[src/rtl/ttrs_pkg.sv]
// Package for the tick task release scheduler.
// Holds the item structs, status codes, controller states and the
// command and status structs between controller and datapath. No dependencies.
`timescale 1ns / 1ps

package ttrs_pkg;

	// Field widths fixed by the item format.
	localparam int SLOT_W    = 4;
	localparam int VAL_W     = 32;
	localparam int TICK_W    = 64;
	localparam int MASK_W    = 8;
	localparam int STATUS_W  = 2;
	localparam int SLOTS_DEF = 8;

	// Status codes of a result item.
	localparam logic [STATUS_W-1:0] STATUS_OK    = 2'd0;
	localparam logic [STATUS_W-1:0] STATUS_RANGE = 2'd1;
	localparam logic [STATUS_W-1:0] STATUS_TAKEN = 2'd2;

	// Item modes.
	localparam logic MODE_TICK = 1'b0;
	localparam logic MODE_REG  = 1'b1;

	typedef struct packed {
		logic              mode;
		logic [SLOT_W-1:0] slot;
		logic [VAL_W-1:0]  first_delay;
		logic [VAL_W-1:0]  period;
	} req_item_t;

	typedef struct packed {
		logic [MASK_W-1:0]   fire_mask;
		logic [STATUS_W-1:0] status;
	} rsp_item_t;

	typedef enum logic [1:0] {
		ST_IDLE,
		ST_EXEC,
		ST_DIV
	} state_t;

	// Commands from the controller to the datapath.
	typedef struct packed {
		logic latch;
		logic do_tick;
		logic do_reject;
		logic div_start;
		logic do_commit;
	} dp_cmd_t;

	// Status from the datapath to the controller.
	typedef struct packed {
		logic mode;
		logic reg_ok;
		logic div_busy;
	} dp_stat_t;

endpackage

[src/rtl/tick_task_release_scheduler_core.sv]
// Top level of the tick task release scheduler.
// Depends on ttrs_pkg, ttrs_ctrl, ttrs_datapath and ttrs_mod_unit.
//
// Usage:
// Items enter on the req channel (req_valid, req_stall, req) and each one
// gives exactly one result on the rsp channel (rsp_valid, rsp_stall, rsp).
// A tick item returns the mask of slots that fire on the current tick count
// and then advances the count. A register item claims a free slot and
// returns a status: ok, slot out of range, or slot already taken.
// Items are handled one at a time. A tick item or a rejected registration
// loads its result in the execute step, and a new item is accepted only
// once that item has left that step. A successful registration goes on to
// a division step and loads its result once both remainder units are done:
// the phases of the tick count against the delay and the period come
// from two bit-serial remainder units that take one tick count bit per
// cycle. Ticks themselves need no division: every slot keeps phase
// counters that step with each tick.
// Reset clears the tick count and frees all slots at once.
// The result register lets the next item be accepted while a result waits;
// while rsp_stall holds a waiting result, a finished item waits in its execute
// or division step and no further item is accepted.
`timescale 1ns / 1ps

module tick_task_release_scheduler_core #(
	parameter int SLOTS = ttrs_pkg::SLOTS_DEF
) (
	input  logic                clk,
	input  logic                arst_n,
	input  logic                req_valid,
	output logic                req_stall,
	input  ttrs_pkg::req_item_t req,
	output logic                rsp_valid,
	input  logic                rsp_stall,
	output ttrs_pkg::rsp_item_t rsp
);
	import ttrs_pkg::*;

	dp_cmd_t  cmd;
	dp_stat_t stat;

	// Item sequencing.
	ttrs_ctrl u_ctrl (
		.clk       (clk),
		.arst_n    (arst_n),
		.req_valid (req_valid),
		.req_stall (req_stall),
		.rsp_valid (rsp_valid),
		.rsp_stall (rsp_stall),
		.stat      (stat),
		.cmd       (cmd)
	);

	// Slot table and arithmetic.
	ttrs_datapath #(
		.SLOTS (SLOTS)
	) u_datapath (
		.clk    (clk),
		.arst_n (arst_n),
		.req    (req),
		.cmd    (cmd),
		.stat   (stat),
		.rsp    (rsp)
	);

endmodule

[src/rtl/ttrs_mod_unit.sv]
// Bit-serial remainder unit: tick count modulo a 32-bit divisor.
// Restoring division, one dividend bit per cycle. Depends on ttrs_pkg.
`timescale 1ns / 1ps

module ttrs_mod_unit (
	input  logic                       clk,
	input  logic                       arst_n,
	input  logic                       start,
	input  logic [ttrs_pkg::TICK_W-1:0] dividend,
	input  logic [ttrs_pkg::VAL_W-1:0]  divisor,
	output logic                       busy,
	output logic [ttrs_pkg::VAL_W-1:0]  rem
);
	import ttrs_pkg::*;

	localparam int CNT_W = $clog2(TICK_W);

	logic              busy_q;
	logic [CNT_W-1:0]  cnt_q;
	logic [TICK_W-1:0] num_q;
	logic [VAL_W-1:0]  rem_q;
	logic [VAL_W-1:0]  dsr_q;
	logic [VAL_W:0]    trial;
	logic [VAL_W:0]    rem_next;

	// One restoring step: shift in the next bit, subtract when it fits.
	always_comb begin
		trial = {rem_q, num_q[TICK_W-1]};
		if (trial >= {1'b0, dsr_q}) begin
			rem_next = trial - {1'b0, dsr_q};
		end else begin
			rem_next = trial;
		end
	end

	// Step counter and busy flag.
	always_ff @(posedge clk or negedge arst_n) begin
		if (!arst_n) begin
			busy_q <= 1'b0;
			cnt_q  <= '0;
		end else if (start) begin
			busy_q <= 1'b1;
			cnt_q  <= '0;
		end else if (busy_q) begin
			cnt_q <= cnt_q + 1'b1;
			if (cnt_q == CNT_W'(TICK_W - 1)) begin
				busy_q <= 1'b0;
			end
		end
	end

	// Dividend shift register and partial remainder.
	always_ff @(posedge clk) begin
		if (start) begin
			num_q <= dividend;
			rem_q <= '0;
			dsr_q <= divisor;
		end else if (busy_q) begin
			num_q <= {num_q[TICK_W-2:0], 1'b0};
			rem_q <= rem_next[VAL_W-1:0];
		end
	end

	assign busy = busy_q;
	assign rem  = rem_q;

endmodule

[src/rtl/ttrs_ctrl.sv]
// Controller of the scheduler: sequences one item at a time and owns
// the input stall and the result valid flag. Depends on ttrs_pkg.
`timescale 1ns / 1ps

module ttrs_ctrl (
	input  logic               clk,
	input  logic               arst_n,
	input  logic               req_valid,
	output logic               req_stall,
	output logic               rsp_valid,
	input  logic               rsp_stall,
	input  ttrs_pkg::dp_stat_t stat,
	output ttrs_pkg::dp_cmd_t  cmd
);
	import ttrs_pkg::*;

	state_t state_q;
	state_t state_d;
	logic   rsp_valid_q;
	logic   out_free;
	logic   out_load;

	// The result register can take a new item when empty or being drained.
	assign out_free = !rsp_valid_q || !rsp_stall;
	assign out_load = cmd.do_tick || cmd.do_reject || cmd.do_commit;

	// Next state.
	always_comb begin
		state_d = state_q;
		unique case (state_q)
			ST_IDLE: begin
				if (req_valid) begin
					state_d = ST_EXEC;
				end
			end
			ST_EXEC: begin
				if (stat.mode == MODE_REG && stat.reg_ok) begin
					state_d = ST_DIV;
				end else if (out_free) begin
					state_d = ST_IDLE;
				end
			end
			ST_DIV: begin
				if (!stat.div_busy && out_free) begin
					state_d = ST_IDLE;
				end
			end
			default: state_d = ST_IDLE;
		endcase
	end

	// Outputs per state.
	always_comb begin
		cmd       = '0;
		req_stall = 1'b1;
		unique case (state_q)
			ST_IDLE: begin
				req_stall = 1'b0;
				cmd.latch = req_valid;
			end
			ST_EXEC: begin
				if (stat.mode == MODE_TICK) begin
					cmd.do_tick = out_free;
				end else if (!stat.reg_ok) begin
					cmd.do_reject = out_free;
				end else begin
					cmd.div_start = 1'b1;
				end
			end
			ST_DIV: begin
				cmd.do_commit = !stat.div_busy && out_free;
			end
			default: begin
				req_stall = 1'b1;
			end
		endcase
	end

	// State and result valid registers.
	always_ff @(posedge clk or negedge arst_n) begin
		if (!arst_n) begin
			state_q     <= ST_IDLE;
			rsp_valid_q <= 1'b0;
		end else begin
			state_q <= state_d;
			if (out_load) begin
				rsp_valid_q <= 1'b1;
			end else if (!rsp_stall) begin
				rsp_valid_q <= 1'b0;
			end
		end
	end

	assign rsp_valid = rsp_valid_q;

endmodule

[src/rtl/ttrs_datapath.sv]
// Datapath of the scheduler: slot table, tick counter, per-slot phase
// counters, two remainder units and the result register.
// Depends on ttrs_pkg and ttrs_mod_unit.
`timescale 1ns / 1ps

module ttrs_datapath #(
	parameter int SLOTS = ttrs_pkg::SLOTS_DEF
) (
	input  logic                clk,
	input  logic                arst_n,
	input  ttrs_pkg::req_item_t req,
	input  ttrs_pkg::dp_cmd_t   cmd,
	output ttrs_pkg::dp_stat_t  stat,
	output ttrs_pkg::rsp_item_t rsp
);
	import ttrs_pkg::*;

	req_item_t         item_q;
	rsp_item_t         rsp_q;
	logic [TICK_W-1:0] tick_q;

	logic [SLOTS-1:0] used_q;
	logic [SLOTS-1:0] pending_q;
	logic [VAL_W-1:0] dval_q [SLOTS];
	logic [VAL_W-1:0] pval_q [SLOTS];
	logic [VAL_W-1:0] dph_q  [SLOTS];
	logic [VAL_W-1:0] pph_q  [SLOTS];

	logic [SLOTS-1:0]  slot_hit;
	logic [SLOTS-1:0]  fire;
	logic [SLOTS-1:0]  delay_fire;
	logic [VAL_W-1:0]  dph_next [SLOTS];
	logic [VAL_W-1:0]  pph_next [SLOTS];
	logic [MASK_W-1:0] mask;
	logic              in_range;
	logic              taken;
	logic              tick_last;
	logic              dbusy;
	logic              pbusy;
	logic [VAL_W-1:0]  drem;
	logic [VAL_W-1:0]  prem;

	// Phases of the stored tick count against the new delay and period.
	ttrs_mod_unit u_mod_delay (
		.clk      (clk),
		.arst_n   (arst_n),
		.start    (cmd.div_start),
		.dividend (tick_q),
		.divisor  (item_q.first_delay),
		.busy     (dbusy),
		.rem      (drem)
	);

	ttrs_mod_unit u_mod_period (
		.clk      (clk),
		.arst_n   (arst_n),
		.start    (cmd.div_start),
		.dividend (tick_q),
		.divisor  (item_q.period),
		.busy     (pbusy),
		.rem      (prem)
	);

	assign tick_last = &tick_q;
	assign in_range  = {1'b0, item_q.slot} < (SLOT_W + 1)'(SLOTS);

	// Slot decode, occupancy check and the fire decision of every slot.
	always_comb begin
		logic [VAL_W:0] dinc;
		logic [VAL_W:0] pinc;
		mask  = '0;
		taken = 1'b0;
		for (int i = 0; i < SLOTS; i++) begin
			slot_hit[i]   = item_q.slot == SLOT_W'(i);
			taken         = taken | (slot_hit[i] & used_q[i]);
			delay_fire[i] = used_q[i] && pending_q[i] && (tick_q != '0) && (dph_q[i] == '0);
			fire[i]       = delay_fire[i] ||
				(used_q[i] && !pending_q[i] && (pval_q[i] != '0) && (pph_q[i] == '0));
			if (i < MASK_W) begin
				mask[i] = fire[i];
			end
			// Phase advance: wrap at the divisor, and to zero with the tick count.
			dinc = {1'b0, dph_q[i]} + 1'b1;
			pinc = {1'b0, pph_q[i]} + 1'b1;
			if (tick_last || dinc == {1'b0, dval_q[i]}) begin
				dph_next[i] = '0;
			end else begin
				dph_next[i] = dinc[VAL_W-1:0];
			end
			if (tick_last || pinc == {1'b0, pval_q[i]}) begin
				pph_next[i] = '0;
			end else begin
				pph_next[i] = pinc[VAL_W-1:0];
			end
		end
	end

	// Control flags of the slot table and the tick counter.
	always_ff @(posedge clk or negedge arst_n) begin
		if (!arst_n) begin
			used_q    <= '0;
			pending_q <= '0;
			tick_q    <= '0;
		end else if (cmd.do_tick) begin
			pending_q <= pending_q & ~delay_fire;
			tick_q    <= tick_q + 1'b1;
		end else if (cmd.do_commit) begin
			for (int i = 0; i < SLOTS; i++) begin
				if (slot_hit[i]) begin
					used_q[i]    <= 1'b1;
					pending_q[i] <= item_q.first_delay != '0;
				end
			end
		end
	end

	// Stored values and phase counters of every slot.
	always_ff @(posedge clk) begin
		for (int i = 0; i < SLOTS; i++) begin
			if (cmd.do_tick) begin
				dph_q[i] <= dph_next[i];
				pph_q[i] <= pph_next[i];
			end else if (cmd.do_commit && slot_hit[i]) begin
				dval_q[i] <= item_q.first_delay;
				pval_q[i] <= item_q.period;
				dph_q[i]  <= drem;
				pph_q[i]  <= prem;
			end
		end
	end

	// Input item capture and result register.
	always_ff @(posedge clk) begin
		if (cmd.latch) begin
			item_q <= req;
		end
		if (cmd.do_tick) begin
			rsp_q.fire_mask <= mask;
			rsp_q.status    <= STATUS_OK;
		end else if (cmd.do_reject) begin
			rsp_q.fire_mask <= '0;
			rsp_q.status    <= in_range ? STATUS_TAKEN : STATUS_RANGE;
		end else if (cmd.do_commit) begin
			rsp_q.fire_mask <= '0;
			rsp_q.status    <= STATUS_OK;
		end
	end

	assign stat.mode     = item_q.mode;
	assign stat.reg_ok   = in_range && !taken;
	assign stat.div_busy = dbusy || pbusy;
	assign rsp           = rsp_q;

endmodule
[config.mk]
export PLATFORM = sky130hd
export DESIGN_NAME = tick_task_release_scheduler_core
export DESIGN_NICKNAME = d
export VERILOG_FILES = /design/src/rtl/ttrs_pkg.sv /design/src/rtl/tick_task_release_scheduler_core.sv /design/src/rtl/ttrs_mod_unit.sv /design/src/rtl/ttrs_ctrl.sv /design/src/rtl/ttrs_datapath.sv
export SDC_FILE = /design/constraint.sdc
export NUM_CORES = 2
export LEC_CHECK = 0
export ABC_AREA = 1
export BUFFER_PORTS_ARGS = -buffer_cell sky130_fd_sc_hd__buf_2
export CAP_MARGIN = 10
export CORE_MARGIN = 3
export CORE_UTILIZATION = 40
export CTS_CLUSTER_SIZE = 8
export DETAILED_ROUTE_END_ITERATION = 16
export SYNTH_ARGS = -nofsm -noshare
export SYNTH_HDL_FRONTEND = slang
export SYNTH_HIERARCHICAL = 1
export SYNTH_SLANG_ARGS = --single-unit
[constraint.sdc]
create_clock -name clk -period 7.5 [get_ports clk]
set_clock_uncertainty 0.1 [all_clocks]
set_input_delay 1.125 -clock clk [delete_from_list [all_inputs] [get_ports clk]]
set_output_delay 1.125 -clock clk [all_outputs]
set_load 0.005 [all_outputs]
* Word-level counts from Yosys, hierarchy flattened *
Memory sizes are Yosys's and may differ from the RTL's.
Cells that the tools add are included.

word-level totals
  register bits after elaboration = 432
  latch bits = 0
  bits in writable memories = 1024
  bits in read-only memories = 0
  bits of input ports = 73
  output and inout port bits = 12
  word-level logic and storage cells = 445
  memories kept = 4

memories
  memory             depth  bits a word  read ports  clocked after Yosys merged registers in  write ports  RTL line             RTL
  u_datapath.dph_q   8      32           8           0                                        8            ttrs_datapath.sv:26  logic [VAL_W-1:0] dph_q [SLOTS];
  u_datapath.dval_q  8      32           8           0                                        1            ttrs_datapath.sv:24  logic [VAL_W-1:0] dval_q [SLOTS];
  u_datapath.pph_q   8      32           8           0                                        8            ttrs_datapath.sv:27  logic [VAL_W-1:0] pph_q [SLOTS];
  u_datapath.pval_q  8      32           8           0                                        1            ttrs_datapath.sv:25  logic [VAL_W-1:0] pval_q [SLOTS];

cells by class
  add/sub/neg operators = 21
  multiply operators = 0
  divide/modulo/power cells = 0
  $lt $le $gt $ge = 3
  equality and inequality tests = 31
  shift-type cells = 0
  muxes and demuxes = 145
  bitwise gates (word level) = 34
  reductions and logical operators = 172

operator list
  operator                                                                number
  32-bit 2-to-1 mux                                                       48
  32-bit by 1-bit adder with 33-bit output (second input constant)        16
  33-bit by 32-bit equality test with 1-bit output                        16
  32-bit logical NOT                                                      16
  32-bit OR reduction                                                     14
  32-bit nonzero test                                                     9
  64-bit 2-to-1 mux                                                       4
  33-bit by 32-bit greater-or-equal comparator with 1-bit output          2
  64-bit by 1-bit adder with 64-bit output (second input constant)        1
  64-bit AND reduction                                                    1
  64-bit nonzero test                                                     1
  32-bit subtractor                                                       2
  1-bit 2-to-1 mux                                                        62
  1-bit logical AND                                                       59
  3-bit 2-to-1 mux                                                        15
  10-bit 2-to-1 mux                                                       3
  1-bit logical OR                                                        28
  3-bit AND reduction                                                     9
  6-bit 2-to-1 mux                                                        4
  2-bit nonzero test                                                      12
  1-bit bitwise OR                                                        23
  4-bit by 3-bit equality test with 1-bit output (second input constant)  4
  8-bit 2-to-1 mux                                                        2
  2-bit AND reduction                                                     8
  other kinds (20)                                                        47

* Longest topological paths before layout *
  depth after elaboration = 24
  gate-level depth with buffers = 17
  depth with buffers taken out = 16

* Hierarchy *
Netlist, hierarchy kept.

modules (own cells, without submodules)
  module         times used  cells an instance  area an instance (um^2)  seq. area each (um^2)
  ttrs_datapath  1           10524              76769.9                  35103.7
  ttrs_mod_unit  2           1106               8119.0                   3698.5
  ttrs_ctrl      1           30                 196.4                    75.1

* Worst setup path before layout *
No wires, ideal clock.

  path kind = in2reg
  from = in rsp_stall
  to = mem u_datapath.dph_q[3][4] (netlist: u_datapath/dph_q[0][100]) (enable)
  library setup time = 0.574 ns
  arrival time = 6.294 ns
  required time = 6.826 ns
  setup slack = 0.532 ns
  stages = 5
  buffers on the path = 0
  path through = nand2_1 -> nand2_1 -> nor3_1 -> inv_1 -> o21ai_0

RTL lines
  item                RTL line                                RTL
  start: declaration  tick_task_release_scheduler_core.sv:33  input logic rsp_stall,
  end: declaration    ttrs_datapath.sv:26

==> out/metrics.csv <==
metric,value,unit
layout cell share with drive strength beyond 1,0.0577,
ys async rst share,0.0666,
CTS Hold Bufs,0,
Setup TNS Final,0,ns
dpl cells,15700,
Slew headroom,0.0716,
Syn Nets,12900,
GPL Wtd Cong,0.966,
DRT antenna net count,0,
worst r2r path cells,13,
Sink Count,1456,
Die ar.,239000,um2
post-synthesis sequential area ratio,0.457,
I/O pin cnt,85,
Layout fillers,23500,
Fin. Hold Viols,0,
R2R setup slack,2.74,ns
total CTS buffers,203,
"top cells by area, synth","edfxtp_1 (42%), nand2_1 (21%), nand3_1 (7.1%)",
post-CTS resize count,0,
TritonCTS clock tree,yes,
"EDFF count, synth",1293,
Main synth FF type,edfxtp_1,
Setup Viol. Count Final,0,
H-tree level count,4,
worst vdd ir,249,uV
clk slew on worst S/H paths,0.06,ns
Leak,47.3,nW
Worst path slowest cell,nor3_1,
detailed-route via count,85400,
core footprint,231000,um2
"leading cell types in the layout, fill and taps excluded","nand2_1 (5193), nor2_1 (1426), inv_1 (1416)",
DRT Pass-1 Iters,6,
Post-Synthesis Cells,12800,
Initial Util,0.404,
"non-filler cells, final",16100,
Die X,489,um
Avg Synthesized Cell Area,7.30,um2
"Period Utilization, post-route",0.635,
"slowest stage delay, CP",0.66,ns
vias per cell,5.31,
largest net degree at the start of global routing,195,
fin crit period,4.76,ns
DRC Markers,0,
Worst path top cell family by delay,buffers and inverters,
synth warn,6,
worst path bufs/invs,5,
synth-to-layout area growth,11.0,%
"most common cell after layout, fill and taps aside",nand2_1,
pre-CTS worst setup slack,2.09,ns
Cell Pwr Density,311,nW/um2
GRT overflow,0,
crit-path cells,"or2_2, inv_1, nand2_1, nor3_1, inv_1, nor2_1, clkinv_1, nor2_4, buf_4, buf_4, nor2_1, nand3_1, nand2_1",
Peak Freq,210,MHz
nets@finish,13100,
"Distinct cells, synth",53,
Hold WC Path Type,input port to asynchronous set/reset pin,
#FFs+latches synth,1456,
WP data arrival,5.24,ns
status,finished clean,
Synth top area share,0.417,
Worst R2R End,u_datapath/pph_q[0][107],
Starting DRT DRC Count,11100,
Netlist Area Pre-Place,93200,um2
Post-CTS Setup Inserts,0,
wire length per cell,20.9,um
final HPWL from detailed placement,220000,um
Clock Tree Buf Depth,3,
global-route wire length before repair,490000,um
unrepaired setup endpoints after global routing,no,
Worst-Skew Late Latency,0.87,ns
vias in the first global route,76900,
WS Path Type,flip-flop to flip-flop,
max-cap violations,0,
crit path capture type,flip-flop,
Final WS setup,2.74,ns
GRT Overall Usage,0.274,
Slew Limit Fails,0,
total routed wirelength,335000,um
initial antenna violation count,48,
"Req. time, crit path",7.97,ns
cell taking the most area after synthesis,edfxtp_1,
"Max FO, Critical Path",48,
die height,489,um
worst r2r src,u_datapath/u_mod_delay/busy,
Port Buf Inserts,84,
slew at the pin with the worst max-slew slack,1.37,ns
clock root buffer,clkbuf_16,
Rows,176,
startpoint types,flip-flop,
==> synthesized netlist by cell type (all sizes together), types with 5 or more instances <==
master,n
clkbuf,142
xor3,5
ha,100
xor2,142
nand4,170
nand3b,293
a21oi,193
clkinv,10
o21bai,10
nor4,126
dfxtp,66
buf,197
o21ai,77
inv,1449
or2,7
xnor3,35
edfxtp,1293
xnor2,65
nand3,1341
nor3,81
dfrtp,97
o2111ai,7
nor2,1565
and2,34
nand2,5243
==> metrics by stage <==
stage | hold slack, ns | total power [mW] | util | instance area, um2
floorplan | 0.343 | 18.5 | - | 93200
global placement | 0.389 | 23.1 | 0.422 | 97400
detailed placement | 0.394 | 23.2 | 0.422 | 97400
CTS | 0.266 | 32.1 | 0.448 | 103000
global route | 0.304 | 33.7 | 0.448 | 103000
finish | 0.297 | 32.2 | 0.448 | 103000
==> metal layers <==
| metal | vias to the layer above | global-route usage | wire length [um] |
|---|---|---|---|
| met2 | 3965 | 0.413 | 143000 |
| met5 | - | 0 | 28 |
| met3 | 594 | 0.0474 | 34400 |
| li1 | 41300 | - | - |
| met1 | 39500 | 0.389 | 144000 |
| met4 | 6 | 0.111 | 14400 |
==> cell type report <==
class / instances / area, um2 / share of cell area
multi-input cells: 9512 / 43800 / 0.423
flip-flops and latches: 1456 / 42600 / 0.412
clock buffers: 328 / 5580 / 0.0539
inverters: 1459 / 5480 / 0.0529
well taps: 3026 / 3790 / 0.0366
repair buffers: 250 / 1780 / 0.0172
clock inverters: 21 / 402 / 0.00388
diodes: 22 / 55.1 / 0.000532
==> logic make-up (layout without fill, tap and decap cells) <==
group / count (synthesis) / in the layout / synth area share
adder cells (fa/ha/maj): 102 / 102 / 0.0139
buffers and inverters: 1798 / 2058 / 0.0756
other: 0 / 22 / 0
AO/OA/AOI/OAI: 301 / 301 / 0.0173
flip-flops: 1456 / 1456 / 0.457
AND/OR/NAND/NOR: 8862 / 8862 / 0.407
XOR/XNOR: 247 / 247 / 0.0292
==> worst max path at each step <==
stage	cells after the start	from	to
final	13	u_datapath/u_mod_delay/busy	u_datapath/pph_q[0][107]
after floorplan	5	rsp_stall	u_datapath/dph_q[0][100]
after CTS	13	u_datapath/u_mod_delay/busy	u_datapath/pph_q[0][107]
after global placement	13	rsp_stall	u_datapath/pph_q[0][107]
after detailed placement	13	rsp_stall	u_datapath/pph_q[0][107]
after global routing	13	u_datapath/u_mod_delay/busy	u_datapath/pph_q[0][107]
==> power by group <==
group	total [mW]	internal, mW	switching (mW)
registers	12.4	10.9	1.44
logic	11.0	3.01	7.99
clock network	8.83	5.12	3.71
==> sequential cells by signal, summed over array words and instances (netlist names), 8 cells and up <==
signal,flops
u_datapath/u_mod_delay/num_q,64
u_datapath/u_mod_period/dsr_q,32
u_datapath/pval_q,256
u_datapath/rsp,10
u_datapath/pending_q,8
u_datapath/pph_q,256
u_datapath/u_mod_delay/rem,32
u_datapath/tick_q,64
u_datapath/u_mod_period/rem,32
u_datapath/used_q,8
u_datapath/item_q,68
u_datapath/u_mod_period/num_q,64
u_datapath/dval_q,256
u_datapath/dph_q,256
u_datapath/u_mod_delay/dsr_q,32
No activity file was read; power rests on OpenSTA's default activity.
